$ cat src/jsts_pkg.sv
// ----------------------------------------------------------------------------
// jsts_pkg
// Shared types and constants of the JSON-style token scanner.
// ----------------------------------------------------------------------------
`default_nettype none

package jsts_pkg;

    localparam int LINE_BITS   = 20;
    localparam int COL_BITS    = 16;
    localparam int LEN_BITS    = 16;
    localparam int QUEUE_DEPTH = 4;

    localparam logic [LINE_BITS-1:0] LINE_MAX = {LINE_BITS{1'b1}};
    localparam logic [COL_BITS-1:0]  COL_MAX  = {COL_BITS{1'b1}};
    localparam logic [LEN_BITS-1:0]  LEN_MAX  = {LEN_BITS{1'b1}};

    // input word opcodes
    localparam logic OP_BYTE = 1'b0;
    localparam logic OP_END  = 1'b1;

    // characters with a role of their own
    localparam logic [7:0] CH_SLASH  = 8'h2F;
    localparam logic [7:0] CH_MINUS  = 8'h2D;
    localparam logic [7:0] CH_PLUS   = 8'h2B;
    localparam logic [7:0] CH_QUOTE  = 8'h22;
    localparam logic [7:0] CH_BSLASH = 8'h5C;
    localparam logic [7:0] CH_LF     = 8'h0A;
    localparam logic [7:0] CH_ZERO   = 8'h30;
    localparam logic [7:0] CH_DOT    = 8'h2E;
    localparam logic [7:0] CH_CTRL   = 8'h20;
    localparam logic [7:0] CH_ASCII  = 8'h7F;
    localparam logic [15:0] CODE_LIMIT = 16'd128;

    typedef enum logic [4:0] {
        SM_IDLE    = 5'd0,
        SM_MINUS   = 5'd1,
        SM_SLASH   = 5'd2,
        SM_COMMENT = 5'd3,
        SM_IDENT   = 5'd4,
        SM_ZERO    = 5'd5,
        SM_BADZERO = 5'd6,
        SM_INT     = 5'd7,
        SM_DOT     = 5'd8,
        SM_FRAC    = 5'd9,
        SM_EXPMARK = 5'd10,
        SM_EXPSIGN = 5'd11,
        SM_EXP     = 5'd12,
        SM_STR     = 5'd13,
        SM_ESC     = 5'd14,
        SM_HEX     = 5'd15
    } scan_mode_t;

    typedef enum logic [2:0] {
        CLS_IDENT = 3'd0,
        CLS_NUM   = 3'd1,
        CLS_STR   = 3'd2,
        CLS_OTHER = 3'd3,
        CLS_BAD   = 3'd4,
        CLS_END   = 3'd5
    } tok_class_t;

    typedef struct packed {
        logic       op;
        logic [7:0] ch;
    } in_item_t;

    typedef struct packed {
        logic [2:0]  token_class;
        logic [19:0] start_line;
        logic [15:0] start_column;
        logic [15:0] token_length;
        logic [7:0]  first_byte;
        logic        last_of_run;
    } out_item_t;

    // one queue entry: the tokens caused by one source word
    typedef struct packed {
        logic      two;
        out_item_t tok0;
        out_item_t tok1;
    } tok_pair_t;

    typedef struct packed {
        logic not_empty;
        logic two;
    } queue_status_t;

endpackage

`default_nettype wire

$ cat src/jsts_front.sv
// ----------------------------------------------------------------------------
// jsts_front
// Scanner front end: takes one source word a cycle while the queue has room,
// runs the lexer state and pushes the tokens that word closes as one queue entry.
// ----------------------------------------------------------------------------
`default_nettype none

module jsts_front
(
    input  wire logic               clk,
    input  wire logic               rst_n,
    input  wire logic               src_valid,
    output logic                    src_stall,
    input  wire jsts_pkg::in_item_t src,
    input  wire logic               full,
    output logic                    push,
    output jsts_pkg::tok_pair_t     push_data
);

    function automatic logic is_digit(input logic [7:0] c);
        return c inside {[8'h30:8'h39]};
    endfunction

    function automatic logic is_alpha(input logic [7:0] c);
        return c inside {[8'h41:8'h5A], [8'h61:8'h7A], 8'h5F};
    endfunction

    function automatic logic is_space(input logic [7:0] c);
        return c inside {8'h20, 8'h09, 8'h0D, 8'h0A};
    endfunction

    function automatic logic is_hex(input logic [7:0] c);
        return c inside {[8'h30:8'h39], [8'h41:8'h46], [8'h61:8'h66]};
    endfunction

    function automatic logic [3:0] hex_val(input logic [7:0] c);
        logic [3:0] v;
        if (c inside {[8'h30:8'h39]})
            v = 4'(c - 8'h30);
        else if (c inside {[8'h41:8'h46]})
            v = 4'(c - 8'h37);
        else
            v = 4'(c - 8'h57);
        return v;
    endfunction

    jsts_pkg::scan_mode_t                mode_reg, mode_next;
    logic [jsts_pkg::LINE_BITS-1:0]      cur_line_reg, cur_line_next;
    logic [jsts_pkg::COL_BITS-1:0]       cur_col_reg, cur_col_next;
    logic [jsts_pkg::LINE_BITS-1:0]      tok_line_reg, tok_line_next;
    logic [jsts_pkg::COL_BITS-1:0]       tok_col_reg, tok_col_next;
    logic [jsts_pkg::LEN_BITS-1:0]       tok_len_reg, tok_len_next;
    logic [7:0]                          tok_first_reg, tok_first_next;
    logic                                failed_reg, failed_next;
    logic [2:0]                          hex_cnt_reg, hex_cnt_next;
    logic [15:0]                         code_acc_reg, code_acc_next;

    logic                        accept;
    logic [7:0]                  c;
    logic [jsts_pkg::LEN_BITS-1:0] len_inc;
    logic [15:0]                 acc_shift;
    logic                        p1_emit, fl_emit;
    jsts_pkg::tok_class_t        p1_cls, fl_cls;
    logic                        hex_abort, str_step, str_close, st, other_start;
    logic                        mode_busy;

    assign src_stall = full;
    assign accept    = src_valid && !full;
    assign c         = src.ch;
    assign len_inc   = (tok_len_reg == jsts_pkg::LEN_MAX) ? tok_len_reg
                                                          : tok_len_reg + 1'b1;
    assign acc_shift = {code_acc_reg[11:0], hex_val(c)};

    // decode: what the pending token does with this byte
    always_comb
    begin
        p1_emit = 1'b0;
        p1_cls  = jsts_pkg::CLS_OTHER;
        fl_emit = 1'b1;
        fl_cls  = jsts_pkg::CLS_BAD;
        mode_busy = 1'b1;
        case (mode_reg)
            jsts_pkg::SM_MINUS:
            begin
                p1_emit = !is_digit(c);
                fl_cls  = jsts_pkg::CLS_OTHER;
            end
            jsts_pkg::SM_SLASH:
            begin
                p1_emit = (c != jsts_pkg::CH_SLASH);
                fl_cls  = jsts_pkg::CLS_OTHER;
            end
            jsts_pkg::SM_COMMENT:
            begin
                fl_emit = 1'b0;
            end
            jsts_pkg::SM_IDENT:
            begin
                p1_emit = !(is_alpha(c) || is_digit(c));
                p1_cls  = jsts_pkg::CLS_IDENT;
                fl_cls  = jsts_pkg::CLS_IDENT;
            end
            jsts_pkg::SM_ZERO, jsts_pkg::SM_INT:
            begin
                p1_emit = !(is_digit(c) || c == jsts_pkg::CH_DOT || c == 8'h65 || c == 8'h45);
                p1_cls  = jsts_pkg::CLS_NUM;
                fl_cls  = jsts_pkg::CLS_NUM;
            end
            jsts_pkg::SM_FRAC:
            begin
                p1_emit = !(is_digit(c) || c == 8'h65 || c == 8'h45);
                p1_cls  = jsts_pkg::CLS_NUM;
                fl_cls  = jsts_pkg::CLS_NUM;
            end
            jsts_pkg::SM_EXP:
            begin
                p1_emit = !is_digit(c);
                p1_cls  = jsts_pkg::CLS_NUM;
                fl_cls  = jsts_pkg::CLS_NUM;
            end
            jsts_pkg::SM_BADZERO, jsts_pkg::SM_DOT, jsts_pkg::SM_EXPSIGN:
            begin
                p1_emit = !is_digit(c);
                p1_cls  = jsts_pkg::CLS_BAD;
            end
            jsts_pkg::SM_EXPMARK:
            begin
                p1_emit = !(is_digit(c) || c == jsts_pkg::CH_PLUS || c == jsts_pkg::CH_MINUS);
                p1_cls  = jsts_pkg::CLS_BAD;
            end
            jsts_pkg::SM_STR, jsts_pkg::SM_ESC, jsts_pkg::SM_HEX:
            begin
                p1_emit = 1'b0;
            end
            default:
            begin
                fl_emit   = 1'b0;
                mode_busy = 1'b0;
            end
        endcase
    end

    assign hex_abort   = (mode_reg == jsts_pkg::SM_HEX) && !is_hex(c);
    assign str_step    = (mode_reg == jsts_pkg::SM_STR) || hex_abort;
    assign str_close   = str_step && (c == jsts_pkg::CH_QUOTE);
    assign st          = p1_emit || !mode_busy;
    assign other_start = st && !is_space(c) && !is_alpha(c) && !is_digit(c)
                         && c != jsts_pkg::CH_SLASH && c != jsts_pkg::CH_MINUS
                         && c != jsts_pkg::CH_QUOTE;

    // outputs: tokens handed to the queue
    always_comb
    begin
        jsts_pkg::out_item_t tok_a, tok_s, tok_o, tok_f, tok_e;
        tok_a = '{token_class: p1_cls, start_line: tok_line_reg, start_column: tok_col_reg,
                  token_length: tok_len_reg, first_byte: tok_first_reg, last_of_run: 1'b0};
        tok_s = '{token_class: (failed_reg || hex_abort) ? jsts_pkg::CLS_BAD
                                                          : jsts_pkg::CLS_STR,
                  start_line: tok_line_reg, start_column: tok_col_reg,
                  token_length: len_inc, first_byte: tok_first_reg, last_of_run: 1'b0};
        tok_o = '{token_class: jsts_pkg::CLS_OTHER, start_line: cur_line_reg,
                  start_column: cur_col_reg, token_length: 16'd1, first_byte: c,
                  last_of_run: 1'b0};
        tok_f = '{token_class: fl_cls, start_line: tok_line_reg, start_column: tok_col_reg,
                  token_length: tok_len_reg, first_byte: tok_first_reg, last_of_run: 1'b0};
        tok_e = '{token_class: jsts_pkg::CLS_END, start_line: cur_line_reg,
                  start_column: cur_col_reg, token_length: 16'd0, first_byte: 8'd0,
                  last_of_run: 1'b0};
        push_data = '0;
        push      = 1'b0;
        if (src.op == jsts_pkg::OP_END)
        begin
            push = accept;
            if (fl_emit)
            begin
                push_data.two  = 1'b1;
                push_data.tok0 = tok_f;
                push_data.tok1 = tok_e;
            end
            else
            begin
                push_data.tok0 = tok_e;
            end
        end
        else
        begin
            push = accept && (p1_emit || str_close || other_start);
            push_data.two = p1_emit && other_start;
            if (p1_emit)
                push_data.tok0 = tok_a;
            else if (str_close)
                push_data.tok0 = tok_s;
            else
                push_data.tok0 = tok_o;
            push_data.tok1 = tok_o;
        end
        push_data.tok0.last_of_run = !push_data.two;
        push_data.tok1.last_of_run = 1'b1;
    end

    // next state
    always_comb
    begin
        mode_next      = mode_reg;
        cur_line_next  = cur_line_reg;
        cur_col_next   = cur_col_reg;
        tok_line_next  = tok_line_reg;
        tok_col_next   = tok_col_reg;
        tok_len_next   = tok_len_reg;
        tok_first_next = tok_first_reg;
        failed_next    = failed_reg;
        hex_cnt_next   = hex_cnt_reg;
        code_acc_next  = code_acc_reg;
        if (src.op == jsts_pkg::OP_END)
        begin
            mode_next      = jsts_pkg::SM_IDLE;
            cur_line_next  = jsts_pkg::LINE_BITS'(1);
            cur_col_next   = jsts_pkg::COL_BITS'(1);
            tok_line_next  = jsts_pkg::LINE_BITS'(1);
            tok_col_next   = jsts_pkg::COL_BITS'(1);
            tok_len_next   = '0;
            tok_first_next = '0;
            failed_next    = 1'b0;
            hex_cnt_next   = '0;
            code_acc_next  = '0;
        end
        else
        begin
            if (p1_emit)
                mode_next = jsts_pkg::SM_IDLE;
            else
            begin
                case (mode_reg)
                    jsts_pkg::SM_MINUS:
                    begin
                        tok_len_next = len_inc;
                        mode_next    = (c == jsts_pkg::CH_ZERO) ? jsts_pkg::SM_ZERO
                                                                : jsts_pkg::SM_INT;
                    end
                    jsts_pkg::SM_SLASH:
                        mode_next = jsts_pkg::SM_COMMENT;
                    jsts_pkg::SM_COMMENT:
                        if (c == jsts_pkg::CH_LF)
                            mode_next = jsts_pkg::SM_IDLE;
                    jsts_pkg::SM_IDENT, jsts_pkg::SM_BADZERO, jsts_pkg::SM_EXP:
                        tok_len_next = len_inc;
                    jsts_pkg::SM_ZERO, jsts_pkg::SM_INT, jsts_pkg::SM_FRAC:
                    begin
                        tok_len_next = len_inc;
                        if (is_digit(c))
                        begin
                            if (mode_reg == jsts_pkg::SM_ZERO)
                                mode_next = jsts_pkg::SM_BADZERO;
                        end
                        else if (c == jsts_pkg::CH_DOT)
                            mode_next = jsts_pkg::SM_DOT;
                        else
                            mode_next = jsts_pkg::SM_EXPMARK;
                    end
                    jsts_pkg::SM_DOT:
                    begin
                        tok_len_next = len_inc;
                        mode_next    = jsts_pkg::SM_FRAC;
                    end
                    jsts_pkg::SM_EXPMARK:
                    begin
                        tok_len_next = len_inc;
                        mode_next    = is_digit(c) ? jsts_pkg::SM_EXP : jsts_pkg::SM_EXPSIGN;
                    end
                    jsts_pkg::SM_EXPSIGN:
                    begin
                        tok_len_next = len_inc;
                        mode_next    = jsts_pkg::SM_EXP;
                    end
                    jsts_pkg::SM_ESC:
                    begin
                        tok_len_next = len_inc;
                        if (c == 8'h75)
                        begin
                            hex_cnt_next  = '0;
                            code_acc_next = '0;
                            mode_next     = jsts_pkg::SM_HEX;
                        end
                        else
                        begin
                            if (!(c inside {jsts_pkg::CH_QUOTE, jsts_pkg::CH_BSLASH, 8'h62,
                                            8'h66, 8'h6E, 8'h72, 8'h74}))
                                failed_next = 1'b1;
                            mode_next = jsts_pkg::SM_STR;
                        end
                    end
                    jsts_pkg::SM_HEX:
                    begin
                        if (!hex_abort)
                        begin
                            tok_len_next  = len_inc;
                            code_acc_next = acc_shift;
                            hex_cnt_next  = hex_cnt_reg + 1'b1;
                            if (hex_cnt_reg == 3'd3)
                            begin
                                if (acc_shift >= jsts_pkg::CODE_LIMIT)
                                    failed_next = 1'b1;
                                mode_next = jsts_pkg::SM_STR;
                            end
                        end
                    end
                    default:
                    begin
                    end
                endcase
            end

            // string content, also for the byte that cut a \u escape short
            if (str_step)
            begin
                tok_len_next = len_inc;
                mode_next    = jsts_pkg::SM_STR;
                if (hex_abort)
                    failed_next = 1'b1;
                if (c < jsts_pkg::CH_CTRL || c > jsts_pkg::CH_ASCII)
                    failed_next = 1'b1;
                else if (c == jsts_pkg::CH_QUOTE)
                    mode_next = jsts_pkg::SM_IDLE;
                else if (c == jsts_pkg::CH_BSLASH)
                    mode_next = jsts_pkg::SM_ESC;
            end

            // open a new token
            if (st)
            begin
                mode_next = jsts_pkg::SM_IDLE;
                if (!is_space(c))
                begin
                    tok_line_next  = cur_line_reg;
                    tok_col_next   = cur_col_reg;
                    tok_first_next = c;
                    tok_len_next   = jsts_pkg::LEN_BITS'(1);
                    if (c == jsts_pkg::CH_SLASH)
                        mode_next = jsts_pkg::SM_SLASH;
                    else if (c == jsts_pkg::CH_MINUS)
                        mode_next = jsts_pkg::SM_MINUS;
                    else if (is_alpha(c))
                        mode_next = jsts_pkg::SM_IDENT;
                    else if (c == jsts_pkg::CH_ZERO)
                        mode_next = jsts_pkg::SM_ZERO;
                    else if (is_digit(c))
                        mode_next = jsts_pkg::SM_INT;
                    else if (c == jsts_pkg::CH_QUOTE)
                    begin
                        mode_next   = jsts_pkg::SM_STR;
                        failed_next = 1'b0;
                    end
                end
            end

            if (c == jsts_pkg::CH_LF)
            begin
                if (cur_line_reg != jsts_pkg::LINE_MAX)
                    cur_line_next = cur_line_reg + 1'b1;
                cur_col_next = jsts_pkg::COL_BITS'(1);
            end
            else if (cur_col_reg != jsts_pkg::COL_MAX)
                cur_col_next = cur_col_reg + 1'b1;
        end
    end

    always_ff @(posedge clk or negedge rst_n)
    begin
        if (!rst_n)
        begin
            mode_reg      <= jsts_pkg::SM_IDLE;
            cur_line_reg  <= jsts_pkg::LINE_BITS'(1);
            cur_col_reg   <= jsts_pkg::COL_BITS'(1);
            tok_line_reg  <= jsts_pkg::LINE_BITS'(1);
            tok_col_reg   <= jsts_pkg::COL_BITS'(1);
            tok_len_reg   <= '0;
            tok_first_reg <= '0;
            failed_reg    <= 1'b0;
            hex_cnt_reg   <= '0;
            code_acc_reg  <= '0;
        end
        else if (accept)
        begin
            mode_reg      <= mode_next;
            cur_line_reg  <= cur_line_next;
            cur_col_reg   <= cur_col_next;
            tok_line_reg  <= tok_line_next;
            tok_col_reg   <= tok_col_next;
            tok_len_reg   <= tok_len_next;
            tok_first_reg <= tok_first_next;
            failed_reg    <= failed_next;
            hex_cnt_reg   <= hex_cnt_next;
            code_acc_reg  <= code_acc_next;
        end
    end

    // end of input leaves the scanner as after reset
    a_end_resets: assert property (@(posedge clk) disable iff (!rst_n)
        accept && src.op == jsts_pkg::OP_END |=>
            mode_reg == jsts_pkg::SM_IDLE && cur_line_reg == jsts_pkg::LINE_BITS'(1))
        else $error("scanner state not cleared after end of input");

    // an end word always yields a queue entry ending in the end token
    a_end_pushes: assert property (@(posedge clk) disable iff (!rst_n)
        accept && src.op == jsts_pkg::OP_END |->
            push && (push_data.two ? push_data.tok1.token_class
                                   : push_data.tok0.token_class) == jsts_pkg::CLS_END)
        else $error("end of input gave no end token");

endmodule

`default_nettype wire

$ cat src/jsts_queue.sv
// ----------------------------------------------------------------------------
// jsts_queue
// Short queue of token pairs between scanner front end and output stage.
// ----------------------------------------------------------------------------
`default_nettype none

module jsts_queue
#(
    parameter int DEPTH = jsts_pkg::QUEUE_DEPTH
)
(
    input  wire logic                clk,
    input  wire logic                rst_n,
    input  wire logic                push,
    input  wire jsts_pkg::tok_pair_t push_data,
    output logic                     full,
    input  wire logic                pop,
    output jsts_pkg::tok_pair_t      head,
    output jsts_pkg::queue_status_t  status
);

    localparam int AW = (DEPTH > 1) ? $clog2(DEPTH) : 1;
    localparam int CW = $clog2(DEPTH + 1);

    jsts_pkg::tok_pair_t slots_reg [DEPTH];
    logic [AW-1:0]       wr_ptr_reg, wr_ptr_next;
    logic [AW-1:0]       rd_ptr_reg, rd_ptr_next;
    logic [CW-1:0]       count_reg, count_next;

    assign full             = (count_reg == CW'(DEPTH));
    assign head             = slots_reg[rd_ptr_reg];
    assign status.not_empty = (count_reg != '0);
    assign status.two       = head.two;

    always_comb
    begin
        wr_ptr_next = wr_ptr_reg;
        rd_ptr_next = rd_ptr_reg;
        count_next  = count_reg;
        if (push)
            wr_ptr_next = (wr_ptr_reg == AW'(DEPTH - 1)) ? '0 : wr_ptr_reg + 1'b1;
        if (pop)
            rd_ptr_next = (rd_ptr_reg == AW'(DEPTH - 1)) ? '0 : rd_ptr_reg + 1'b1;
        if (push && !pop)
            count_next = count_reg + 1'b1;
        else if (pop && !push)
            count_next = count_reg - 1'b1;
    end

    always_ff @(posedge clk)
    begin
        if (push)
            slots_reg[wr_ptr_reg] <= push_data;
    end

    always_ff @(posedge clk or negedge rst_n)
    begin
        if (!rst_n)
        begin
            wr_ptr_reg <= '0;
            rd_ptr_reg <= '0;
            count_reg  <= '0;
        end
        else
        begin
            wr_ptr_reg <= wr_ptr_next;
            rd_ptr_reg <= rd_ptr_next;
            count_reg  <= count_next;
        end
    end

    a_no_overflow: assert property (@(posedge clk) disable iff (!rst_n) push |-> !full)
        else $error("token queue written while full");

    a_no_underflow: assert property (@(posedge clk) disable iff (!rst_n)
        pop |-> status.not_empty)
        else $error("token queue read while empty");

endmodule

`default_nettype wire

$ cat src/jsts_back.sv
// ----------------------------------------------------------------------------
// jsts_back
// Output stage: splits queued token pairs into single words and holds the
// result word while the sink stalls.
// ----------------------------------------------------------------------------
`default_nettype none

module jsts_back
(
    input  wire logic                    clk,
    input  wire logic                    rst_n,
    input  wire jsts_pkg::tok_pair_t     head,
    input  wire jsts_pkg::queue_status_t status,
    output logic                         pop,
    output logic                         tok_valid,
    input  wire logic                    tok_stall,
    output jsts_pkg::out_item_t          tok
);

    logic                valid_reg, valid_next;
    logic                sel_reg, sel_next;
    jsts_pkg::out_item_t data_reg, data_next;
    logic                load;

    assign load      = !valid_reg || !tok_stall;
    assign pop       = load && status.not_empty && (sel_reg || !status.two);
    assign tok_valid = valid_reg;
    assign tok       = data_reg;

    always_comb
    begin
        valid_next = valid_reg;
        sel_next   = sel_reg;
        data_next  = data_reg;
        if (load)
        begin
            valid_next = status.not_empty;
            if (status.not_empty)
            begin
                data_next = sel_reg ? head.tok1 : head.tok0;
                // advance to the second token, or drop the entry
                sel_next  = !sel_reg && status.two;
            end
        end
    end

    always_ff @(posedge clk or negedge rst_n)
    begin
        if (!rst_n)
        begin
            valid_reg <= 1'b0;
            sel_reg   <= 1'b0;
        end
        else
        begin
            valid_reg <= valid_next;
            sel_reg   <= sel_next;
        end
    end

    always_ff @(posedge clk)
    begin
        data_reg <= data_next;
    end

    a_sel_pair: assert property (@(posedge clk) disable iff (!rst_n)
        sel_reg |-> status.not_empty && status.two)
        else $error("second token selected without a pair at the head");

    a_run_follows: assert property (@(posedge clk) disable iff (!rst_n)
        valid_reg && !tok_stall && !data_reg.last_of_run |=> valid_reg)
        else $error("run broken before its last word");

endmodule

`default_nettype wire

$ cat src/json_style_token_scanner_unit.sv
// ----------------------------------------------------------------------------
// json_style_token_scanner_unit
// Streaming lexer for JSON-style text: identifiers, numbers, strings, single
// characters, with line/column tracking and // comments skipped.
// ----------------------------------------------------------------------------
//
//   channel | dir | handshake            | word
//   --------+-----+----------------------+--------------------------------------
//   src     | in  | src_valid/src_stall  | in_item_t  {op, ch}
//   tok     | out | tok_valid/tok_stall  | out_item_t {class, line, col, len, ...}
//
// One source word is taken every cycle while the token queue has room.
// Tokens leave one word per cycle while tok_stall is low; a source word that closes
// two tokens gives two output words, and the queue absorbs such bursts.
// Reset is asynchronous; no clearing pass, the scanner is ready at once.
// src_stall rises only when the queue is full.
// ----------------------------------------------------------------------------
`default_nettype none

module json_style_token_scanner_unit
#(
    parameter int QUEUE_DEPTH = jsts_pkg::QUEUE_DEPTH
)
(
    input  wire logic                clk,
    input  wire logic                rst_n,
    input  wire logic                src_valid,
    output logic                     src_stall,
    input  wire jsts_pkg::in_item_t  src,
    output logic                     tok_valid,
    input  wire logic                tok_stall,
    output jsts_pkg::out_item_t      tok
);

    logic                    q_full;
    logic                    q_push;
    logic                    q_pop;
    jsts_pkg::tok_pair_t     q_wdata;
    jsts_pkg::tok_pair_t     q_head;
    jsts_pkg::queue_status_t q_status;

    jsts_front u_front
    (
        .clk       (clk),
        .rst_n     (rst_n),
        .src_valid (src_valid),
        .src_stall (src_stall),
        .src       (src),
        .full      (q_full),
        .push      (q_push),
        .push_data (q_wdata)
    );

    jsts_queue #(.DEPTH(QUEUE_DEPTH)) u_queue
    (
        .clk       (clk),
        .rst_n     (rst_n),
        .push      (q_push),
        .push_data (q_wdata),
        .full      (q_full),
        .pop       (q_pop),
        .head      (q_head),
        .status    (q_status)
    );

    jsts_back u_back
    (
        .clk       (clk),
        .rst_n     (rst_n),
        .head      (q_head),
        .status    (q_status),
        .pop       (q_pop),
        .tok_valid (tok_valid),
        .tok_stall (tok_stall),
        .tok       (tok)
    );

endmodule

`default_nettype wire
$ cat config.mk
export PLATFORM = sky130hd
export DESIGN_NAME = json_style_token_scanner_unit
export DESIGN_NICKNAME = d
export VERILOG_FILES = /design/src/jsts_pkg.sv /design/src/jsts_front.sv /design/src/jsts_queue.sv /design/src/jsts_back.sv /design/src/json_style_token_scanner_unit.sv
export SDC_FILE = /design/constraint.sdc
export NUM_CORES = 1
export LEC_CHECK = 0
export ABC_CLOCK_PERIOD_IN_PS = 5700
export BUFFER_PORTS_ARGS = -buffer_cell sky130_fd_sc_hd__buf_2
export CORE_UTILIZATION = 57
export CTS_BUF_LIST = sky130_fd_sc_hd__clkbuf_16
export DETAILED_ROUTE_END_ITERATION = 8
export HOLD_SLACK_MARGIN = 0.06
export PLACE_DENSITY = 0.83
export REMOVE_ABC_BUFFERS = 1
export SYNTH_ARGS = -nofsm -noshare
export SYNTH_HDL_FRONTEND = slang
export SYNTH_HIERARCHICAL = 1
export SYNTH_SLANG_ARGS = --single-unit
$ cat constraint.sdc
create_clock -name clk -period 5.7 [get_ports clk]
set_clock_uncertainty 0.15 [all_clocks]
set_input_delay 0.57 -clock clk [delete_from_list [all_inputs] [get_ports clk]]
set_output_delay 0.57 -clock clk [all_outputs]
set_load 0.02 [all_outputs]
Word-level counts from Yosys, hierarchy flattened
Memories as Yosys holds them, arrays and structs flattened.
Index checks and enable logic that the tools add are counted.
{"block": "op_classes", "n_addsub": 11, "n_lt_le_gt_ge": 11, "n_eq_ne": 53, "n_mux": 98, "n_reduce_logical": 81}
{"cell": "64-bit 2-to-1 mux", "count": 5}
{"cell": "16-bit 2-to-1 mux", "count": 13}
{"cell": "129-bit 2-to-1 mux", "count": 1}
{"cell": "20-bit 2-to-1 mux", "count": 6}
{"cell": "5-bit 2-to-1 mux", "count": 17}
{"cell": "8-bit by 7-bit == test with 1-bit output (second input constant)", "count": 10}
{"cell": "8-bit by 6-bit == test with 1-bit output (second input constant)", "count": 7}
{"cell": "12-bit 2-to-1 mux", "count": 4}
{"cell": "5-bit one-hot mux with 9 select lines", "count": 1}
{"cell": "5-bit by 4-bit == test with 1-bit output (second input constant)", "count": 8}
{"cell": "16-bit by 1-bit adder with 16-bit output (second input constant)", "count": 2}
{"cell": "8-bit by 7-bit less-or-equal comparator with 1-bit output (second input constant)", "count": 4}
{"cell": "16-bit one-hot mux with 2 select lines", "count": 1}
{"cell": "8-bit by 4-bit == test with 1-bit output (second input constant)", "count": 3}
{"cell": "1-bit 2-to-1 mux", "count": 24}
{"cell": "3-bit 2-to-1 mux", "count": 8}
{"cell": "8-bit 2-to-1 mux", "count": 3}
{"cell": "8-bit by 6-bit != test with 1-bit output (second input constant)", "count": 3}
{"cell": "12-bit one-hot mux with 2 select lines", "count": 1}
{"cell": "1-bit logical AND", "count": 21}
{"cell": "20-bit by 1-bit adder with 20-bit output (second input constant)", "count": 1}
{"cell": "5-bit by 3-bit == test with 1-bit output (second input constant)", "count": 4}
{"cell": "20-bit != test (second input constant)", "count": 1}
{"cell": "3-bit one-hot mux with 3 select lines", "count": 2}
{"cell": "other kinds (48)", "count": 104}
{"block": "word_totals", "register_bits": 190, "mem_bits_rw": 512, "input_bits": 13, "out_inout_bits": 66, "mem_count": 1}
{"name": "u_queue.slots_reg", "words": 4, "word_bits": 128, "rd": 1, "rd_ports_with_merged_regs": 0, "wr": 1, "line": "jsts_queue.sv:25", "text": "jsts_pkg::tok_pair_t slots_reg [DEPTH];"}

Longest topological paths before layout
{"block": "depth", "word_depth": 22, "mapped_depth": 16, "mapped_depth_nobuf": 15}

By module
The synthesis kept the hierarchy.
{"mod": "jsts_queue", "n_inst": 1, "cells_each": 712, "area_per_inst_um2": 19037.0}
{"mod": "jsts_front", "n_inst": 1, "cells_each": 904, "area_per_inst_um2": 8013.9}
{"mod": "jsts_back", "n_inst": 1, "cells_each": 142, "area_per_inst_um2": 2944.1}

Worst setup path after synthesis
OpenSTA, ideal clock, no wires.
{"block": "synth_timing", "kind": "input to register", "startpoint": "input src[1] (netlist name)", "endpoint": "memory u_queue/slots_reg[0][0] (netlist name) (enable)", "setup_ps": 503, "arrival_ps": 5636, "t_required_ps": 5047, "path_slack_ps": -589, "cell_stages": 11, "cell_sequence": "inv_1 > ha_1 > or4b_4 > o21ai_2 > o21ai_2 > a21oi_4 > or2_1 > buf_4 > nand4_1 > a31oi_1 > and2_1"}
{"block": "synth_via", "elab_chain_cells": 19, "elab_cells_between_ends": 63, "cone_classes": "order compare: 8; eq/ne: 14; mux: 4; reduce/logical: 37"}
{"item": "from (decl)", "line": "json_style_token_scanner_unit.sv:29", "text": "input wire jsts_pkg::in_item_t src,"}
{"item": "8-bit by 6-bit >= comparator with 1-bit output / 8-bit by 6-bit less-or-equal comparator with 1-bit output (equally long branches)", "line": "jsts_front.sv:21, jsts_front.sv:33"}
{"item": "1-bit logical AND", "line": "jsts_front.sv:21, jsts_front.sv:33"}
{"item": "1-bit logical OR (3 in series)", "line": "jsts_front.sv:105", "text": "p1_emit = !(is_digit(c) || c == jsts_pkg::CH_DOT || c == 8'h65 || c == 8'h45);"}
{"item": "1-bit zero test", "line": "jsts_front.sv:105"}
{"item": "1-bit one-hot mux with 6 select lines", "line": "jsts_front.sv:82", "text": "case (mode_reg)"}
{"item": "1-bit logical OR", "line": "jsts_front.sv:146", "text": "assign st = p1_emit || !mode_busy;"}
{"item": "1-bit logical AND (3 in series)", "line": "jsts_front.sv:147", "text": "assign other_start = st && !is_space(c) && !is_alpha(c) && !is_digit(c)"}
{"item": "1-bit logical AND (2 in series)", "line": "jsts_front.sv:148", "text": "&& c != jsts_pkg::CH_SLASH && c != jsts_pkg::CH_MINUS"}
{"item": "1-bit logical AND", "line": "jsts_front.sv:149", "text": "&& c != jsts_pkg::CH_QUOTE;"}
{"item": "1-bit logical OR (*)", "line": "jsts_front.sv:187", "text": "push = accept && (p1_emit || str_close || other_start);"}
{"item": "1-bit logical AND (*)", "line": "jsts_front.sv:187"}
{"item": "1-bit 2-to-1 mux (*)", "line": "jsts_front.sv:171", "text": "if (src.op == jsts_pkg::OP_END)"}
{"item": "via q_push", "line": "json_style_token_scanner_unit.sv:36", "text": "logic q_push;"}
{"item": "1-bit 2-to-1 mux (*)", "line": "jsts_queue.sv:52", "text": "if (push)"}
{"item": "1-bit 2-to-1 mux (implied by the code) (*)", "line": "jsts_queue.sv:53", "text": "slots_reg[wr_ptr_reg] <= push_data;"}
{"item": "to (decl)", "line": "jsts_queue.sv:25"}
Mark *: on every way through the listed nets, which the timed path passes. The rest lies on a longest branch.

Final worst setup path
{"block": "layout_timing", "startpoint": "register u_front.mode_reg[2]", "endpoint": "memory u_queue/slots_reg[0][76] (netlist name) (enable)"}
{"block": "layout_via", "elab_chain_cells": 16, "elab_cells_between_ends": 37, "cone_classes": "eq/ne: 15; mux: 5; reduce/logical: 17"}
{"item": "from (decl)", "line": "jsts_front.sv:47", "text": "jsts_pkg::scan_mode_t mode_reg, mode_next;"}
{"item": "from (signal assigned)", "line": "jsts_front.sv:371", "text": "mode_reg <= jsts_pkg::SM_IDLE;"}
{"item": "from (signal assigned)", "line": "jsts_front.sv:384", "text": "mode_reg <= mode_next;"}
{"item": "5-bit by 2-bit == test with 1-bit output, or another cell as far along", "line": "jsts_front.sv:82"}
{"item": "15-bit OR reduction (no line)"}
{"item": "1-bit 2-to-1 mux", "line": "jsts_front.sv:82"}
{"item": "1-bit zero test", "line": "jsts_front.sv:146"}
{"item": "1-bit logical OR", "line": "jsts_front.sv:146"}
{"item": "1-bit logical AND (3 in series)", "line": "jsts_front.sv:147"}
{"item": "1-bit logical AND (2 in series)", "line": "jsts_front.sv:148"}
{"item": "1-bit logical AND", "line": "jsts_front.sv:149"}
{"item": "1-bit logical OR (*)", "line": "jsts_front.sv:187"}
{"item": "1-bit logical AND (*)", "line": "jsts_front.sv:187"}
{"item": "1-bit 2-to-1 mux (*)", "line": "jsts_front.sv:171"}
{"item": "via q_push", "line": "json_style_token_scanner_unit.sv:36"}
{"item": "1-bit 2-to-1 mux (*)", "line": "jsts_queue.sv:52"}
{"item": "1-bit 2-to-1 mux (implied by the code) (*)", "line": "jsts_queue.sv:53"}
Marked as above.

==> metrics.txt <==
Setup Viol. Count Final 0; final core utilization 0.643; cts bufs inserted 70; Final Power roughly 18 mW; Root Buffer clkbuf_16; first-pass GRT wire length 98900 µm; worst-skew pair later-pin latency 0.61 ns; Synth Area in Compound Gates 0.0579; register area share after synthesis 0.685; drt wl/cell 24.9 µm; FF+latch count, synth 705; DRT iter0 DRCs between 1500 and 2000; CP arrival roughly 4.5 ns; vias in the first global route 16500; main combinational cell family by area after synthesis multiplexers; # fillers 3389; hold buffer count at cts 2; Slew headroom 0.179; dpl hpwl approximately 36000 µm; GP Congestion approximately 0.9; DRC 0; Adder-Cell Fraction of Synth Area 0.00734; Worst-path clk slew around 0.070 ns; status complete, no violations; final WL about 64000 µm; Core ar. 0.0516 mm²; Std-Cell Rows 83; die area around 0.054 mm²; Slew Viols, Final 0; path type of the worst setup path reg2reg; global-route usage over all layers 0.246; # Max-Cap Violations 0; unrepaired setup endpoints after global routing false; P&R area growth vs syn 10.7%; postcts setup bufs 0; Synth async-reset ratio 0.177; fin nets about 1900; Die H 231 µm; basic-gate share of the synthesized area counting and, or, nand and nor cells 0.0662; final clock period utilization by the worst path 0.776; post-CTS resize count 0; vias per cell 6.36; Design Area, Final approximately 0.033 mm²; via count around 16000; Worst-Margin Slew around 1.2 ns; CTS sink count 705; Power Density about 530 mW/mm²; worst vdd ir around 0.00032 V; post-route ant nets 0; startpoint types flip-flop; Hold Crit Class in2reg; Leakage Power approximately 12 nW; fmax between 200 and 250 MHz; initial antenna violation count 0; max FFs per register 516; antenna diode count 0; # IOs 79; CTS tree done; Synth Cell Area 0.0300 mm²; largest net degree at the start of global routing just over 80; post-synthesis xor/xnor area fraction 0.00701; final hold vios 0; mux cell area share after synthesis 0.149; Tmin final 4.42 ns; Initial Util 0.581; Worst EP required 5.82 ns; crit path capture type flip-flop; grt ovf 0; yosys warns 6; Die X between 200 and 250 µm; area of placed instances approximately 0.031 mm²; Cells after Synth between 1500 and 2000; Avg Cell Area, Syn 17.1 µm²; number of synthesized flops with an enable pin between 500 and 600; DRT Pass-1 Iters 5; # port buffers 78; worst-path fanout max 31; ratio of cells with drive above 1 in the final layout 0.259; CTS HTree Levels 3; Max clock buf depth 3; post-synth cell types 83; Synth Flop Type edfxtp_1
kinds of logic after synthesis:
logic type      count (synthesis)
other cells                     2
compound gates                252
flops                         705
simple gates                  378
mux                           244
fa+ha+maj                      17
buf+inv                       136
xor+xnor                       24
through the flow:
stage,TNS [ns],setup WS (ns),hold WS (ns),instances
6_report,0,1.28,0.254,2573
5_1_grt,0,0.996,0.279,2573
4_1_cts,0,1.32,0.229,2573
3_5_place_dp,0,1.01,0.321,2442
3_3_place_gp,0,1.10,0.310,2442
2_1_floorplan,-432.64,-1.64,0.124,1653
cell usage after synthesis (6+ instances only):
cell type,number,area share
a31oi_1,20,0.0042
buf_2,35,0.0058
a22o_1,35,0.010
a21oi_1,52,0.0087
nand2b_1,7,0.0015
xnor2_1,10,0.0029
a211oi_1,6,0.0015
or2_2,6,0.0013
ha_1,16,0.0067
xor2_1,14,0.0041
o21ai_0,57,0.0095
edfxtp_1,580,0.58
mux4_2,129,0.097
nor2b_1,53,0.011
a21o_1,6,0.0015
buf_6,25,0.0094
or3_1,12,0.0025
nor2_1,70,0.0088
buf_1,6,0.00075
o31ai_1,15,0.0038
mux2_2,43,0.016
mux2_4,69,0.035
inv_1,16,0.0020
nand3b_1,8,0.0020
dfrtp_1,121,0.10
clkbuf_1,29,0.0036
nand4_1,15,0.0031
and3_1,20,0.0042
a32o_1,10,0.0033
and2_1,12,0.0025
nand3_1,26,0.0043
buf_4,23,0.0058
nand2_1,101,0.013
nor3_1,18,0.0030
area by class of cell:
class                   count  area, µm²  share of cell area
repair buffers            111        733              0.0221
flip-flops and latches    705      20600               0.619
inverters                  17       63.8             0.00192
clock inverters            54        405              0.0122
clock buffers              75       1880              0.0565
well taps                 680        851              0.0256
multi-input cells         931       8710               0.262
power breakdown:
| part | total (mW) | leakage [nW] | switching [mW] | internal (mW) |
|---|---|---|---|---|
| registers | 7.69 | 7.14 | 0.607 | 7.09 |
| clock network | 4.54 | 1.16 | 1.92 | 2.62 |
| logic | 5.33 | 3.50 | 3.04 | 2.29 |
| total | 17.6 | 11.8 | 5.57 | 12.0 |
critical path, cell delays in order (launching register included):
cell and delay, ns:
dfrtp_1 0.76, nor3b_1 0.51, a221o_1 0.25, a211oi_2 0.06
a21oi_4 0.37, or2_1 0.38, nand4_1 0.23, a31oi_1 0.23
buf_4 0.20, and2_4 0.52, buf_4 0.40
metal layers:
metal  up-vias  part of all wire  GRT usage
li1       7063                 -          -
met1      8410              0.40      0.339
met2       763              0.50      0.394
met3       128             0.074     0.0468
met4         0             0.028     0.0890
met5         -                 0          0
final timing paths:
path                            depth (start not counted)  slack, ns                      from                       end
min in group asynchronous                               2       0.55                     rst_n    u_front/tok_col_reg[7]
worst max register to register                         10       1.28       u_front/mode_reg[2]  u_queue/slots_reg[0][76]
worst min register to register                          2       0.33  u_front/tok_line_reg[13]  u_front/tok_line_reg[13]
worst max-delay path                                   10       1.28       u_front/mode_reg[2]  u_queue/slots_reg[0][76]
max in group asynchronous                               3       3.43                     rst_n     u_queue/rd_ptr_reg[0]
worst min-delay path                                    3       0.25                    src[1]   u_front/code_acc_reg[1]
cell usage in the layout (no fill, tap or decap), drive strengths merged, types with 19 or more instances in the layout:
cell and n:
edfxtp 580, mux4 129, dfrtp 121, mux2 112
buf 109, nand2 102, clkbuf 75, nor2 70
o21ai 60, a21oi 55, nor2b 53, a22o 35
inv 32, clkinv 32, nand3 26, a31oi 20
and3 20, nor3 19
Power figures use the tool's default switching activity.
